**src/hw/rtl/fpsvf_pkg.sv**
```systemverilog
package fpsvf_pkg;

  // cell count and index width
  localparam int CELLS  = 8;
  localparam int CELL_W = (CELLS > 1) ? $clog2(CELLS) : 1;

  // exp2 polynomial constants and cutoff clamp
  localparam logic [31:0]        POLY_GAIN   = 32'd715827883;
  localparam logic [31:0]        POLY_OFFSET = 32'd715827882;
  localparam logic signed [31:0] FM_LIMIT    = 32'sd5378279;

  // register indexes
  localparam logic [1:0] REG_CENTER  = 2'd0;
  localparam logic [1:0] REG_DAMPING = 2'd1;
  localparam logic [1:0] REG_DEPTH   = 2'd2;
  localparam logic [1:0] REG_FTYPE   = 2'd3;

  // register reset values
  localparam logic [30:0] CENTER_RESET  = 31'd61193109;
  localparam logic [30:0] DAMPING_RESET = 31'd1193046471;
  localparam logic [14:0] DEPTH_RESET   = 15'd8192;

  // filter type codes, anything else picks highpass
  localparam logic [1:0] FT_LOWPASS  = 2'd0;
  localparam logic [1:0] FT_BANDPASS = 2'd1;

  typedef enum logic [4:0] {
    ST_IDLE,
    ST_MUL_CTRL,
    ST_CALC_CTRL,
    ST_MUL_SQ,
    ST_CALC_SQ,
    ST_MUL_POLY,
    ST_CALC_POLY,
    ST_MUL_FM,
    ST_CALC_FM,
    ST_MUL_LP,
    ST_CALC_LP,
    ST_CALC_HPA,
    ST_CALC_HPB,
    ST_MUL_BP,
    ST_CALC_BP,
    ST_SUM,
    ST_FIN
  } state_t;

  typedef struct packed {
    logic [30:0] center;
    logic [30:0] damping;
    logic [14:0] depth;
    logic [1:0]  ftype;
  } cfg_t;

  typedef struct packed {
    logic               en;
    logic signed [31:0] a;
    logic signed [31:0] b;
  } mul_req_t;

  // arithmetic shift right by 13, then saturate to 16 bits
  function automatic logic [15:0] sat16(input logic [31:0] v);
    logic [15:0] r;
    if (v[31:28] == {4{v[31]}}) begin
      r = v[28:13];
    end else if (v[31]) begin
      r = 16'h8000;
    end else begin
      r = 16'h7FFF;
    end
    return r;
  endfunction

endpackage

```
**src/hw/rtl/fpsvf_mul.sv**
```systemverilog
module fpsvf_mul import fpsvf_pkg::*; (
  input  logic        clk,
  input  mul_req_t    req,
  output logic [31:0] hi,
  output logic [31:0] lo
);

  logic signed [63:0] prod;

  // registered signed 32x32 product
  always_ff @(posedge clk) begin
    if (req.en) begin
      prod <= req.a * req.b;
    end
  end

  // rounded high half and plain low half
  assign hi = prod[63:32] + {31'd0, prod[31]};
  assign lo = prod[31:0];

endmodule

```
**config.mk**
```make
export PLATFORM = sky130hd
export DESIGN_NAME = fpsvf_mul
export DESIGN_NICKNAME = d
export VERILOG_FILES = /design/src/hw/rtl/fpsvf_pkg.sv /design/src/hw/rtl/fpsvf_mul.sv
export SDC_FILE = /design/constraint.sdc
export NUM_CORES = 2
export LEC_CHECK = 0
export ABC_AREA = 1
export BUFFER_PORTS_ARGS = -buffer_cell sky130_fd_sc_hd__clkbuf_2
export CAP_MARGIN = 20
export CORE_AREA = 3 3 203 354
export CTS_BUF_LIST = sky130_fd_sc_hd__clkbuf_8
export CTS_CLUSTER_DIAMETER = 200
export DETAILED_ROUTE_END_ITERATION = 10
export DIE_AREA = 0 0 206 357
export PLACE_DENSITY = 0.89
export REMOVE_ABC_BUFFERS = 1
export SLEW_MARGIN = 20
export SYNTH_ARGS = -nofsm -noshare
export SYNTH_HDL_FRONTEND = slang
export SYNTH_SLANG_ARGS = --single-unit
```
**constraint.sdc**
```tcl
create_clock -name clk -period 9.25 [get_ports clk]
set_input_delay 0.4625 -clock clk [delete_from_list [all_inputs] [get_ports clk]]
set_output_delay 0.4625 -clock clk [all_outputs]
set_load 0.005 [all_outputs]
```
==> Yosys cells after proc, flatten, opt, wreduce, memory -nomap -nowiden <==
Cells that the tools add are included.
{ "totals": {"word_cells": 3, "output_inout_bits": 64, "regBits": 64, "input_bits": 66} }
{ "classes": {"n_mul": 1, "n_addsub": 1} }
{ "op_table": {"columns": ["cell", "n"], "rows": [
  ["32-bit by 32-bit multiplier with 64-bit output", 1],
  ["32-bit by 1-bit adder with 32-bit output", 1]
]} }

==> Logic depth before layout (Yosys ltp) <==
{ "depth": {"word_depth": 1, "mapped_depth": 32, "mapped_depth_nobuf": 31} }

==> Least setup slack after synthesis <==
OpenSTA, ideal clock, no wires.
{ "synth_path": {"kind": "input to register", "startpoint": "input port req[63] (netlist name)", "endpoint": "register prod[61] (data pin)", "path_buffers": 1, "t_arrival_ns": 7.159, "t_required_ns": 8.998, "setup_ns": 0.252, "path_slack_ns": 1.838, "stages": 26, "path_cell_list": "clkbuf_1 > nand2_1 > inv_1 > fa_1 > fa_1 > fa_1 > inv_1 > fa_1 > inv_1 > fa_1 > fa_1 > inv_1 > fa_1 > fa_1 > inv_1 > ha_1 > a21oi_1 > nor2_1 > nor2_1 > o21ai_0 > nand2_1 > nand2_1 > a21oi_1 > nand2_1 > nand2_1 > nand2_1"} }
{ "synth_via": {"elab_chain_cells": 1} }
{ "synth_rtl": {"columns": ["element", "line", "text"], "rows": [
  ["start, declared", "fpsvf_mul.sv:3", "input mul_req_t req,"],
  ["32-bit by 32-bit multiplier with 64-bit output", "fpsvf_mul.sv:13", "prod <= req.a * req.b;"],
  ["end signal, assigned", "fpsvf_mul.sv:13", null],
  ["end, declared", "fpsvf_mul.sv:8", "logic signed [63:0] prod;"]
]} }
No other way between the ends.
A chain may end at the register's enable or synchronous reset.

==> Worst setup path in the final report <==
{ "layout_path": {"startpoint": "input port req[5] (netlist name)", "endpoint": "register prod[61] (data pin)"} }
The elaborated chain is that of the path after synthesis.

==> results.ini <==
[cts]
cts_buffers=9
cts_resized=0
cts_hold_buf=0
clk_pin_slew_ns=0.11
cts_sinks=64
cts_buffer_depth=2
cts_tree=yes
cts_root_buf=clkbuf_8
post_cts_buffers=0
htree_levels=3

[synthesis]
ys_warn_count=0
syn_avg_cell_area_um2=7.92
synth_area_um2=41500
synthCells=5231
ys_ff_latch=64
synth_cell_type_count=28
seq_area_frac_synth_pct=4.64

[placed_design]
port_buffers=129
hpwl_mm=107
dp_slack_ns=0.818
gp_congestion=1.06

[detailed_routing]
drc_errors=0
vias=33500
detail-route-antenna-nets=0
wl_per_cell_um=20.4
dr.first_iter.drc_count=2325
routed_wl_mm=124
post_drt_via_cell_ratio=5.49
dr.pass1.iters=6

[critical_path]
critPathBufInv=8
slowest_stage=fa_1
path_class=input port to flop
cp.arrival_ns=8.25
critical_path_required_ns=9.41
startpoint_type=input port
critical-path-max-stage-delay_ns=0.56
endpoint_kind=flop
cpMostUsedCell=fa_1
path_delay_family=adder cells
critPathMaxFanout=23

[grt]
antenna_found_initial=1
grt_overflow=0
gr-usage-all-layers_pct=35.5
grt_pass1_vias=39000
grt_max_degree=65
grt_pass1_wl_mm=198

[sta]
slew_viol_final=0
finalSetupViolCount=0
tns_ns=0
fin_crit_sh_pct=87.5
fin_crit_ns=8.09
finalHoldViolations=0
fmax_mhz=124
worstMarginPinSlew_ns=1.06
slew_headroom_pct=29.1
fin_ws_ns=1.16
rsz0062_at_grt=no

[floorplanning]
die_x_um=206
core_area_um2=69500
start_util_pct=59.6
rows=128
chipHeight_um=357
die-area_um2=73500
ioPinCount=130

[status]
outcome=completed

[worst_hold_path]
hp-class=input port to flop

[job]
maxCapViolations=0

[layout]
fillCellCount=5692
largest_reg_flops=64
finalNetCount=6521
syn_to_final_growth_pct=3.26
layout-drive-gt1-share_pct=3.99
regMostFlops=prod
final_util_pct=61.6
top_regs=prod (64)

## metal layers
layer / vias up / routed length [um] / track usage [%]
li1: 14200 / - / -
met1: 16500 / 35300 / 33.2
met2: 1846 / 66200 / 65.2
met3: 888 / 7610 / 4.72
met4: 0 / 15200 / 33.0
met5: - / 0 / 0
## cell type report
cell class | count | area [um^2] | area share, %
Tap cell | 910 | 1140 | 2.66
Clock inverter | 7 | 103 | 0.240
Sequential cell | 64 | 1920 | 4.49
Timing Repair Buffer | 169 | 946 | 2.21
Antenna cell | 1 | 2.50 | 0.00585
Inverter | 1696 | 6370 | 14.9
Multi-Input combinational cell | 3247 | 32200 | 75.2
Clock buffer | 9 | 124 | 0.289
## per-stage QoR
stage                     area, um^2  hold slack, ns  instances
after detailed placement       42600           0.871       6086
after floorplan                40500           0.575       5007
final                          42800           0.836       6103
after global placement         42600           0.862       6086
after global routing           42800           0.895       6103
after CTS                      42800           0.881       6102
## synthesized netlist by cell type (all sizes together)
master  instances  area share (%)
xor2           51             1.1
clkbuf        192             1.7
and2            1           0.015
inv          1696              15
ha            186             5.6
xnor2          12            0.25
nand4          26            0.39
nor4            6           0.091
a21o            1           0.018
a21oi          60            0.72
o21ai          24            0.29
nand3          82             1.0
nor2          162             1.5
fa           1082              52
o21bai         11            0.20
edfxtp         64             4.6
nor3b           1           0.018
nand3b          4           0.072
buf            32            0.58
nand2        1513              14
nor3           17            0.26
or2             8            0.12
## final timing paths
path,from,endpoint,slack (ns),cells past startpoint
max,req[5],prod[61]$_DFFE_PP_,1.16,28
min,req[32],prod[0]$_DFFE_PP_,0.84,4
## kinds of logic after synthesis
logic type,share of synthesized area [%]
and+or+nand+nor,17.3
DFF,4.64
xor gates and xnor gates,1.33
adders and majority gates,57.9
buffers and inverters,17.7
AOI/OAI and AO/OA,1.23
## cell usage in the layout, fill, tap and decap left out, types with 2 or more instances in the layout
cell type  Yosys  routed
inv_1       1696    1696
nand2_1     1508    1508
fa_1        1082    1082
ha_1         186     186
nor2_1       159     159
clkbuf_2       0     128
nand3_1       78      78
edfxtp_1      64      64
a21oi_1       60      60
xor2_1        51      51
buf_4         32      40
nand4_1       26      26
o21ai_0       24      24
nor3_1        15      15
xnor2_1       12      12
o21bai_1      11      11
clkbuf_8       0       9
or2_2          8       8
nor4_1         6       6
nand3_2        4       4
nand3b_1       4       4
nand2_2        4       4
nor3_4         2       2
nor2_4         2       2
inv_6          0       2
clkinv_4       0       2
bufinv_16      0       2
Power is left out: the tool's default activity adds up to more than one toggle a clock period on the data nets, which glitch-free logic cannot reach.
